--- config.mk ---
export PLATFORM = sky130hd
export DESIGN_NAME = positional_list_engine_unit
export DESIGN_NICKNAME = d
export VERILOG_FILES = /design/src/sv/ple_pkg.sv /design/src/sv/ple_ctrl.sv /design/src/sv/ple_dpath.sv /design/src/sv/positional_list_engine_unit.sv
export SDC_FILE = /design/constraint.sdc
export NUM_CORES = 1
export LEC_CHECK = 0
export ABC_AREA = 1
export BUFFER_PORTS_ARGS = -buffer_cell sky130_fd_sc_hd__buf_2
export CORE_MARGIN = 3
export CORE_UTILIZATION = 30
export CTS_CLUSTER_SIZE = 20
export DETAILED_ROUTE_END_ITERATION = 8
export GPL_TIMING_DRIVEN = 0
export PLACE_DENSITY = 0.5
export SETUP_SLACK_MARGIN = 0.05
export SYNTH_ARGS = -nofsm -noshare
export SYNTH_HDL_FRONTEND = slang
export SYNTH_HIERARCHICAL = 1
export SYNTH_SLANG_ARGS = --single-unit
--- constraint.sdc ---
create_clock -name clk -period 5.6 [get_ports clk]
set_input_delay 0.56 -clock clk [delete_from_list [all_inputs] [get_ports clk]]
set_output_delay 0.56 -clock clk [all_outputs]
set_load 0.05 [all_outputs]
--- src/sv/ple_pkg.sv ---
// Types, codes and constants shared by the positional list engine modules.
package ple_pkg;

  localparam int unsigned POS_W = 5;
  localparam int unsigned VAL_W = 32;
  localparam logic [POS_W-1:0] CAP_RESET = 5'd10;

  typedef enum logic [1:0] {
    KIND_INSERT = 2'd0,
    KIND_DELETE = 2'd1,
    KIND_READ   = 2'd2,
    KIND_FIND   = 2'd3
  } kind_t;

  typedef enum logic [1:0] {
    STATUS_OK        = 2'd0,
    STATUS_BAD_POS   = 2'd1,
    STATUS_FULL      = 2'd2,
    STATUS_NOT_FOUND = 2'd3
  } status_t;

  typedef struct packed {
    kind_t                   kind;
    logic [POS_W-1:0]        position;
    logic signed [VAL_W-1:0] value;
  } in_item_t;

  typedef struct packed {
    status_t                 status;
    logic signed [VAL_W-1:0] data_out;
    logic [POS_W-1:0]        found_position;
    logic [POS_W-1:0]        count;
    logic                    is_empty;
    logic                    is_full;
  } out_item_t;

  typedef enum logic [3:0] {
    ST_IDLE,
    ST_CHECK,
    ST_FETCH,
    ST_READ_OUT,
    ST_DEL_HEAD,
    ST_DEL_RUN,
    ST_UP_FIRST,
    ST_UP_RUN,
    ST_UP_DRAIN,
    ST_PUT,
    ST_SCAN_FIRST,
    ST_SCAN_RUN
  } state_t;

  typedef enum logic [1:0] {
    PTR_TOP,
    PTR_POS,
    PTR_ZERO
  } ptr_sel_t;

  typedef enum logic [1:0] {
    STEP_NONE,
    STEP_INC,
    STEP_DEC
  } step_t;

  typedef enum logic [1:0] {
    WR_NONE,
    WR_UP,
    WR_DOWN,
    WR_VALUE
  } wr_mode_t;

  typedef enum logic [1:0] {
    CNT_HOLD,
    CNT_INC,
    CNT_DEC
  } cnt_op_t;

  typedef enum logic [1:0] {
    DATA_ZERO,
    DATA_RDATA,
    DATA_KEEP
  } data_sel_t;

  typedef struct packed {
    logic      load;
    logic      ptr_load;
    ptr_sel_t  ptr_sel;
    step_t     ptr_step;
    logic      rd;
    wr_mode_t  wr_mode;
    logic      keep;
    cnt_op_t   cnt_op;
    logic      done;
    status_t   status;
    data_sel_t data_sel;
    logic      found;
  } ctl_cmd_t;

  typedef struct packed {
    kind_t kind;
    logic  ins_pos_ok;
    logic  pos_ok;
    logic  full;
    logic  count_zero;
    logic  tail;
    logic  ptr_at_pos;
    logic  src_at_top;
    logic  match;
  } ctl_stat_t;

endpackage

--- src/sv/ple_ctrl.sv ---
// Controller state machine for the positional list engine.
module ple_ctrl
  import ple_pkg::*;
(
  input  logic      clk,
  input  logic      rst_n,
  input  logic      start,
  input  ctl_stat_t stat,
  output ctl_cmd_t  cmd,
  output logic      busy
);

  state_t state_r;
  state_t state_nxt;

  always_ff @(posedge clk) begin
    if (!rst_n) begin
      state_r <= ST_IDLE;
    end else begin
      state_r <= state_nxt;
    end
  end

  // Next state.
  always_comb begin
    state_nxt = state_r;
    case (state_r)
      ST_IDLE: begin
        if (start) begin
          state_nxt = ST_CHECK;
        end
      end
      ST_CHECK: begin
        case (stat.kind)
          KIND_INSERT: begin
            if (!stat.ins_pos_ok || stat.full) begin
              state_nxt = ST_IDLE;
            end else if (stat.tail) begin
              state_nxt = ST_PUT;
            end else begin
              state_nxt = ST_UP_FIRST;
            end
          end
          KIND_DELETE, KIND_READ: begin
            state_nxt = stat.pos_ok ? ST_FETCH : ST_IDLE;
          end
          default: begin
            state_nxt = stat.count_zero ? ST_IDLE : ST_SCAN_FIRST;
          end
        endcase
      end
      ST_FETCH: begin
        state_nxt = (stat.kind == KIND_DELETE) ? ST_DEL_HEAD : ST_READ_OUT;
      end
      ST_READ_OUT: state_nxt = ST_IDLE;
      ST_DEL_HEAD: state_nxt = stat.src_at_top ? ST_IDLE : ST_DEL_RUN;
      ST_DEL_RUN: begin
        if (stat.src_at_top) begin
          state_nxt = ST_IDLE;
        end
      end
      ST_UP_FIRST, ST_UP_RUN: begin
        state_nxt = stat.ptr_at_pos ? ST_UP_DRAIN : ST_UP_RUN;
      end
      ST_UP_DRAIN: state_nxt = ST_PUT;
      ST_PUT: state_nxt = ST_IDLE;
      ST_SCAN_FIRST: state_nxt = ST_SCAN_RUN;
      ST_SCAN_RUN: begin
        if (stat.match || stat.src_at_top) begin
          state_nxt = ST_IDLE;
        end
      end
      default: state_nxt = ST_IDLE;
    endcase
  end

  // Datapath commands.
  always_comb begin
    cmd          = '0;
    cmd.ptr_sel  = PTR_ZERO;
    cmd.ptr_step = STEP_NONE;
    cmd.wr_mode  = WR_NONE;
    cmd.cnt_op   = CNT_HOLD;
    cmd.status   = STATUS_OK;
    cmd.data_sel = DATA_ZERO;
    case (state_r)
      ST_IDLE: begin
        cmd.load = start;
      end
      ST_CHECK: begin
        case (stat.kind)
          KIND_INSERT: begin
            if (!stat.ins_pos_ok) begin
              cmd.done   = 1'b1;
              cmd.status = STATUS_BAD_POS;
            end else if (stat.full) begin
              cmd.done   = 1'b1;
              cmd.status = STATUS_FULL;
            end else if (!stat.tail) begin
              cmd.ptr_load = 1'b1;
              cmd.ptr_sel  = PTR_TOP;
            end
          end
          KIND_DELETE, KIND_READ: begin
            if (!stat.pos_ok) begin
              cmd.done   = 1'b1;
              cmd.status = STATUS_BAD_POS;
            end else begin
              cmd.ptr_load = 1'b1;
              cmd.ptr_sel  = PTR_POS;
            end
          end
          default: begin
            if (stat.count_zero) begin
              cmd.done   = 1'b1;
              cmd.status = STATUS_NOT_FOUND;
            end else begin
              cmd.ptr_load = 1'b1;
              cmd.ptr_sel  = PTR_ZERO;
            end
          end
        endcase
      end
      ST_FETCH, ST_SCAN_FIRST: begin
        cmd.rd       = 1'b1;
        cmd.ptr_step = STEP_INC;
      end
      ST_READ_OUT: begin
        cmd.done     = 1'b1;
        cmd.data_sel = DATA_RDATA;
      end
      ST_DEL_HEAD: begin
        cmd.keep = 1'b1;
        if (stat.src_at_top) begin
          cmd.done     = 1'b1;
          cmd.data_sel = DATA_RDATA;
          cmd.cnt_op   = CNT_DEC;
        end else begin
          cmd.rd       = 1'b1;
          cmd.ptr_step = STEP_INC;
        end
      end
      ST_DEL_RUN: begin
        cmd.wr_mode = WR_DOWN;
        if (stat.src_at_top) begin
          cmd.done     = 1'b1;
          cmd.data_sel = DATA_KEEP;
          cmd.cnt_op   = CNT_DEC;
        end else begin
          cmd.rd       = 1'b1;
          cmd.ptr_step = STEP_INC;
        end
      end
      ST_UP_FIRST: begin
        cmd.rd       = 1'b1;
        cmd.ptr_step = STEP_DEC;
      end
      ST_UP_RUN: begin
        cmd.rd       = 1'b1;
        cmd.ptr_step = STEP_DEC;
        cmd.wr_mode  = WR_UP;
      end
      ST_UP_DRAIN: begin
        cmd.wr_mode = WR_UP;
      end
      ST_PUT: begin
        cmd.wr_mode = WR_VALUE;
        cmd.cnt_op  = CNT_INC;
        cmd.done    = 1'b1;
      end
      ST_SCAN_RUN: begin
        if (stat.match) begin
          cmd.done  = 1'b1;
          cmd.found = 1'b1;
        end else if (stat.src_at_top) begin
          cmd.done   = 1'b1;
          cmd.status = STATUS_NOT_FOUND;
        end else begin
          cmd.rd       = 1'b1;
          cmd.ptr_step = STEP_INC;
        end
      end
      default: begin
        cmd.done = 1'b0;
      end
    endcase
  end

  assign busy = (state_r != ST_IDLE);

  a_load_to_check: assert property (@(posedge clk) disable iff (!rst_n)
    cmd.load |=> state_r == ST_CHECK)
    else $error("accepted item did not enter the check state");

  a_done_to_idle: assert property (@(posedge clk) disable iff (!rst_n)
    cmd.done |=> state_r == ST_IDLE)
    else $error("controller did not return to idle after a result");

  a_ptr_excl: assert property (@(posedge clk) disable iff (!rst_n)
    $onehot0({cmd.ptr_load, cmd.ptr_step != STEP_NONE}))
    else $error("pointer loaded and stepped in the same cycle");

endmodule

--- src/sv/ple_dpath.sv ---
// Datapath of the positional list engine: entry memory, count, capacity and result register.
module ple_dpath
  import ple_pkg::*;
#(
  parameter int unsigned DEPTH = 16
) (
  input  logic             clk,
  input  logic             rst_n,
  input  in_item_t         in_item,
  input  logic             cfg_we,
  input  logic [POS_W-1:0] cfg_wdata,
  input  ctl_cmd_t         cmd,
  output ctl_stat_t        stat,
  output logic             out_valid,
  output out_item_t        out_item
);

  localparam int unsigned AW = $clog2(DEPTH);
  localparam logic [POS_W-1:0] CAP_MAX = (DEPTH > 31) ? 5'd31 : POS_W'(DEPTH);

  function automatic logic [AW-1:0] to_addr(input logic [POS_W-1:0] x);
    logic [AW+POS_W-1:0] w;
    w = (AW + POS_W)'(x);
    return w[AW-1:0];
  endfunction

  logic [VAL_W-1:0]        entry_store_r [DEPTH];
  in_item_t                req_r;
  logic [POS_W-1:0]        count_r;
  logic [POS_W-1:0]        count_nxt;
  logic [POS_W-1:0]        cap_r;
  logic [AW-1:0]           ptr_r;
  logic [AW-1:0]           ptr_nxt;
  logic [AW-1:0]           src_r;
  logic signed [VAL_W-1:0] rdata_r;
  logic signed [VAL_W-1:0] keep_r;
  logic                    out_valid_r;
  out_item_t               out_item_r;
  out_item_t               out_item_nxt;

  logic [POS_W-1:0]        pos_m1;
  logic [POS_W-1:0]        cnt_m1;
  logic [AW-1:0]           pos_addr;
  logic [AW-1:0]           top_addr;
  logic [POS_W:0]          cnt_p1;
  logic [AW-1:0]           wr_addr;
  logic [VAL_W-1:0]        wr_data;
  logic [AW+POS_W:0]       src_p1;

  assign pos_m1   = req_r.position - 5'd1;
  assign cnt_m1   = count_r - 5'd1;
  assign pos_addr = to_addr(pos_m1);
  assign top_addr = to_addr(cnt_m1);
  assign cnt_p1   = {1'b0, count_r} + 6'd1;
  assign src_p1   = (AW + POS_W + 1)'(src_r) + 1'b1;

  // Status toward the controller.
  always_comb begin
    stat.kind       = req_r.kind;
    stat.ins_pos_ok = (req_r.position != '0) && ({1'b0, req_r.position} <= cnt_p1);
    stat.pos_ok     = (req_r.position != '0) && (req_r.position <= count_r);
    stat.full       = (count_r >= cap_r) || (32'(count_r) >= DEPTH);
    stat.count_zero = (count_r == '0);
    stat.tail       = ({1'b0, req_r.position} == cnt_p1);
    stat.ptr_at_pos = (ptr_r == pos_addr);
    stat.src_at_top = (src_r == top_addr);
    stat.match      = (rdata_r == req_r.value);
  end

  // Walk pointer: load a start address, then step one entry a cycle.
  always_comb begin
    ptr_nxt = ptr_r;
    if (cmd.ptr_load) begin
      case (cmd.ptr_sel)
        PTR_TOP: ptr_nxt = top_addr;
        PTR_POS: ptr_nxt = pos_addr;
        default: ptr_nxt = '0;
      endcase
    end else begin
      case (cmd.ptr_step)
        STEP_INC: ptr_nxt = ptr_r + AW'(1);
        STEP_DEC: ptr_nxt = ptr_r - AW'(1);
        default:  ptr_nxt = ptr_r;
      endcase
    end
  end

  // Write port: move the last fetched entry up or down, or drop in the new value.
  always_comb begin
    case (cmd.wr_mode)
      WR_UP:    wr_addr = src_r + AW'(1);
      WR_DOWN:  wr_addr = src_r - AW'(1);
      default:  wr_addr = pos_addr;
    endcase
    wr_data = (cmd.wr_mode == WR_VALUE) ? req_r.value : rdata_r;
  end

  always_ff @(posedge clk) begin
    if (cmd.wr_mode != WR_NONE) begin
      entry_store_r[wr_addr] <= wr_data;
    end
    if (cmd.rd) begin
      rdata_r <= entry_store_r[ptr_r];
    end
  end

  always_comb begin
    case (cmd.cnt_op)
      CNT_INC: count_nxt = count_r + 5'd1;
      CNT_DEC: count_nxt = count_r - 5'd1;
      default: count_nxt = count_r;
    endcase
  end

  always_comb begin
    out_item_nxt.status = cmd.status;
    case (cmd.data_sel)
      DATA_RDATA: out_item_nxt.data_out = rdata_r;
      DATA_KEEP:  out_item_nxt.data_out = keep_r;
      default:    out_item_nxt.data_out = '0;
    endcase
    out_item_nxt.found_position = cmd.found ? src_p1[POS_W-1:0] : '0;
    out_item_nxt.count          = count_nxt;
    out_item_nxt.is_empty       = (count_nxt == '0);
    out_item_nxt.is_full        = (count_nxt >= cap_r);
  end

  always_ff @(posedge clk) begin
    if (!rst_n) begin
      count_r     <= '0;
      cap_r       <= CAP_RESET;
      out_valid_r <= 1'b0;
    end else begin
      count_r     <= count_nxt;
      out_valid_r <= cmd.done;
      if (cfg_we) begin
        cap_r <= (32'(cfg_wdata) > DEPTH) ? CAP_MAX : cfg_wdata;
      end
    end
  end

  always_ff @(posedge clk) begin
    ptr_r <= ptr_nxt;
    if (cmd.load) begin
      req_r <= in_item;
    end
    if (cmd.rd) begin
      src_r <= ptr_r;
    end
    if (cmd.keep) begin
      keep_r <= rdata_r;
    end
    if (cmd.done) begin
      out_item_r <= out_item_nxt;
    end
  end

  assign out_valid = out_valid_r;
  assign out_item  = out_item_r;

  a_count_bound: assert property (@(posedge clk) disable iff (!rst_n)
    32'(count_r) <= DEPTH)
    else $error("entry count exceeds store depth");

  a_count_with_result: assert property (@(posedge clk) disable iff (!rst_n)
    !$stable(count_r) |-> out_valid_r)
    else $error("entry count changed without a result");

  a_strobe_single: assert property (@(posedge clk) disable iff (!rst_n)
    out_valid_r |=> !out_valid_r)
    else $error("result strobe held for more than one cycle");

endmodule

--- src/sv/positional_list_engine_unit.sv ---
// Top level of the positional list engine: controller plus datapath.
//
// The unit keeps an ordered list of signed 32-bit values in a simple
// dual-port memory of DEPTH entries, with a count. An item is taken when start is
// high and busy is low; exactly one result follows on out_item, marked by a
// one-cycle out_valid pulse, and the receiver cannot stall it. Entries move
// one per cycle through the memory (one read and one write a cycle). busy
// drops in the cycle of the result pulse, so the next item can be taken then.
// Writing cfg_wdata with cfg_we sets the capacity, saturated at DEPTH; write
// it only while busy is low. Reset is synchronous and needs no clearing pass.
module positional_list_engine_unit
  import ple_pkg::*;
#(
  parameter int unsigned DEPTH = 16
) (
  input  logic             clk,
  input  logic             rst_n,
  input  logic             start,
  output logic             busy,
  input  in_item_t         in_item,
  output logic             out_valid,
  output out_item_t        out_item,
  input  logic             cfg_we,
  input  logic [POS_W-1:0] cfg_wdata
);

  ctl_cmd_t  cmd;
  ctl_stat_t stat;

  // Sequence each request: check, walk the memory, post the result.
  ple_ctrl u_ctrl (
    .clk   (clk),
    .rst_n (rst_n),
    .start (start),
    .stat  (stat),
    .cmd   (cmd),
    .busy  (busy)
  );

  // Hold the list, count and capacity; drive the result register.
  ple_dpath #(
    .DEPTH (DEPTH)
  ) u_dpath (
    .clk       (clk),
    .rst_n     (rst_n),
    .in_item   (in_item),
    .cfg_we    (cfg_we),
    .cfg_wdata (cfg_wdata),
    .cmd       (cmd),
    .stat      (stat),
    .out_valid (out_valid),
    .out_item  (out_item)
  );

endmodule

==> reports/results.tsv <==
metric	value	unit
yosys_register_bits	684	
pre_cts_ws	1490	ps
clock_sinks	684	
cap_violations	0	
syn_inst	2322	
reg2reg_to	u_dpath/out_item[0]	
grt_usage	17.3	%
place.gp.congestion	0.845	
drtIter0Drc	1903	
crit_fanout	8	
grt_max_degree	33	
async_flop_share	0	%
worstMarginPinSlew	1300	ps
num_io_pins	96	
hold_path.startpoint	in_item[13]	
worstPathCellList	inv_1 -> ha_1 -> nand2_1 -> nand2_1 -> nand2_1 -> nand4_1 -> nor2_1 -> inv_1 -> nor2_1 -> ha_1 -> nand2_1 -> a21boi_0 -> ha_1 -> nand2_1 -> inv_1 -> nand4_1 -> o311ai_0	
critPathBufInv	3	
synthFlopType	edfxtp_1	
cp-end-kind	register	
yosys.area.top_type	edfxtp_1	
hold_class	input pin to register	
synth_cell_types	43	
cts-root-buf	clkbuf_16	
layout.nets	2610	
synth_top_area_share	69.8	%
num_vias	19100	
drtPass1Iterations	5	
drive_gt1_share	12.6	%
grt_pass1_vias	18600	
avgRoutedWirePerCell	22.6	um
dp.final_hpwl	59700	um
synth.avg_cell_area	12.4	um2
ff2ff_setup_slack	1560	ps
min_period	4040	ps
numCtsBuffers	73	
clock_latency	640	ps
rsz0062_at_grt	false	
peakVddDrop	0.182	mV
cts_tree	built	
htreeDepth	3	
finalSetupViolCount	0	
synth_edf_count	669	
drc_errors	0	
path_class	register to register	
synthToLayoutAreaGrowth	17.4	%
numPortBuffers	95	
skew	28.8	ps
antenna_found_initial	5	
crit_cells	17	
cp.required	5950	ps
max_slew_margin	13.3	%
finish.utilization	35.5	%
clk_pin_slew_worst_paths	60	ps
core	0.0952	mm2
multi_input_area	0.00715	mm2
ys_warn_count	6	
yosysSeqAreaShare	70.8	%
wl	86900	um
syn_area	0.0288	mm2
dieHeight	316	um
seqCellArea	0.0204	mm2
syn_nets	2412	
cp_common_cell	nand2_1	
antenna_left	0	
netlist_top_cells_count	edfxtp_1 (669), nor2_1 (262), nand2_1 (254)	
hold_slack	93.9	ps
endpoint	u_dpath/out_item[0]	
fmax	0.248	GHz
cts.path.max_buffers	3	
rows	113	
status	complete, no violations	
detail_route.vias_per_cell	4.97	
fill_cells	9161	
critPathMaxStageDelay	530	ps
grt_pass1_wl	125000	um
ff2ff_path_depth	17	
cts_resized	0	
hold_viol	0	
period_share	72.1	%
arrival	4390	ps
leakage	11.6	nW
cts_setup_buffers	0	
die_x	316	um
synth.area.top_cells	edfxtp_1 (70%), o211ai_1 (4.3%), o21ai_0 (4.2%)	
cp-startpoint	u_dpath/count_r[0]	
cp_top_family	simple AND/OR/NAND/NOR gates	
fin_ws	1560	ps
initial_utilization	30.3	%
drv_slew	0	
die_area	0.0997	mm2
hold_buffers	0	
overflow	0	
r2r_start	u_dpath/count_r[0]	
power_density	371	mW/mm2
cpMaxStageDelayCell	dfxtp_1	
startpoint_type	register	
yosysMostFrequentCell	edfxtp_1	
-- metrics by stage --
stage | TNS, ps | cells | total power, mW | cell area (um2)
2_1_floorplan | 0 | 2322 | 7.17 | 28800
3_3_place_gp | -61070 | 3682 | 7.91 | 30900
3_5_place_dp | 0 | 3710 | 7.96 | 31500
4_1_cts | 0 | 3844 | 12.6 | 33800
5_1_grt | 0 | 3844 | 13.0 | 33800
6_report | 0 | 3846 | 12.5 | 33800
-- cell usage in the layout, fill, tap and decap left out, types with 15 or more instances in the layout --
| master | Yosys | routed |
|---|---|---|
| ha_1 | 40 | 40 |
| nand3_1 | 108 | 108 |
| nor2_1 | 262 | 245 |
| buf_2 | 30 | 126 |
| nand2_1 | 254 | 254 |
| o211ai_1 | 165 | 165 |
| a21oi_1 | 121 | 121 |
| o21ai_1 | 8 | 20 |
| mux2_2 | 19 | 19 |
| o21ai_0 | 242 | 230 |
| dfxtp_1 | 15 | 15 |
| inv_1 | 203 | 203 |
| clkbuf_1 | 66 | 88 |
| clkbuf_16 | 0 | 73 |
| nor2_4 | 1 | 18 |
| edfxtp_1 | 669 | 669 |
| buf_4 | 8 | 16 |
| xor2_1 | 34 | 34 |
-- how the worst min path moves through the flow --
stage	slack [ps]	cells past startpoint	endpoint
after detailed placement	440	0	u_dpath/src_r[3]
after global placement	440	0	u_dpath/src_r[3]
after floorplan	420	0	u_dpath/src_r[3]
final	90	1	u_dpath/req_r[13]
after global routing	60	1	u_dpath/req_r[13]
after CTS	60	1	u_dpath/req_r[13]
-- report_power, final --
| group | internal (mW) | switching (mW) |
|---|---|---|
| logic | 0.485 | 1.41 |
| clock network | 2.63 | 2.04 |
| registers | 5.85 | 0.123 |
-- flip-flops by register name, indices dropped and copies added, names as in the netlist --
name and flops:
u_dpath/entry_store_r 512, u_dpath/out_item 46, u_dpath/req_r 37, u_dpath/keep_r 32, u_dpath/rdata_r 32, u_dpath/cap_r 5, u_dpath/count_r 5, u_ctrl/state_r 4
u_dpath/ptr_r 4, u_dpath/src_r 4, u_dpath/stat 2, u_dpath/out_valid 1
-- metal layers --
layer  wire (um)  global-route usage (%)  share of wire (%)
met1       36400                    22.6                 42
met2       40400                    28.1                 46
met5          27                       0              0.031
met3        7250                    3.83                8.3
met4        2870                    6.41                3.3
-- cell families after synthesis --
family,synth area share (%)
AO/OA/AOI/OAI,11.2
multiplexers,0.743
buffers and inverters,4.87
adder cells (fa/ha/maj),1.88
AND/OR/NAND/NOR,9.24
flip-flops,70.8
XOR/XNOR,1.22
-- final cells by class --
class	count	share of cell area, %
Antenna cell	2	0.0148
Buffer	124	1.87
Clock buffer	95	5.65
Clock inverter	39	1.18
Inverter	205	2.28
Multi-Input combinational cell	1309	21.1
Sequential cell	684	60.3
Tap cell	1265	4.68
Timing Repair Buffer	123	2.86
(Power assumes the default switching activity.)
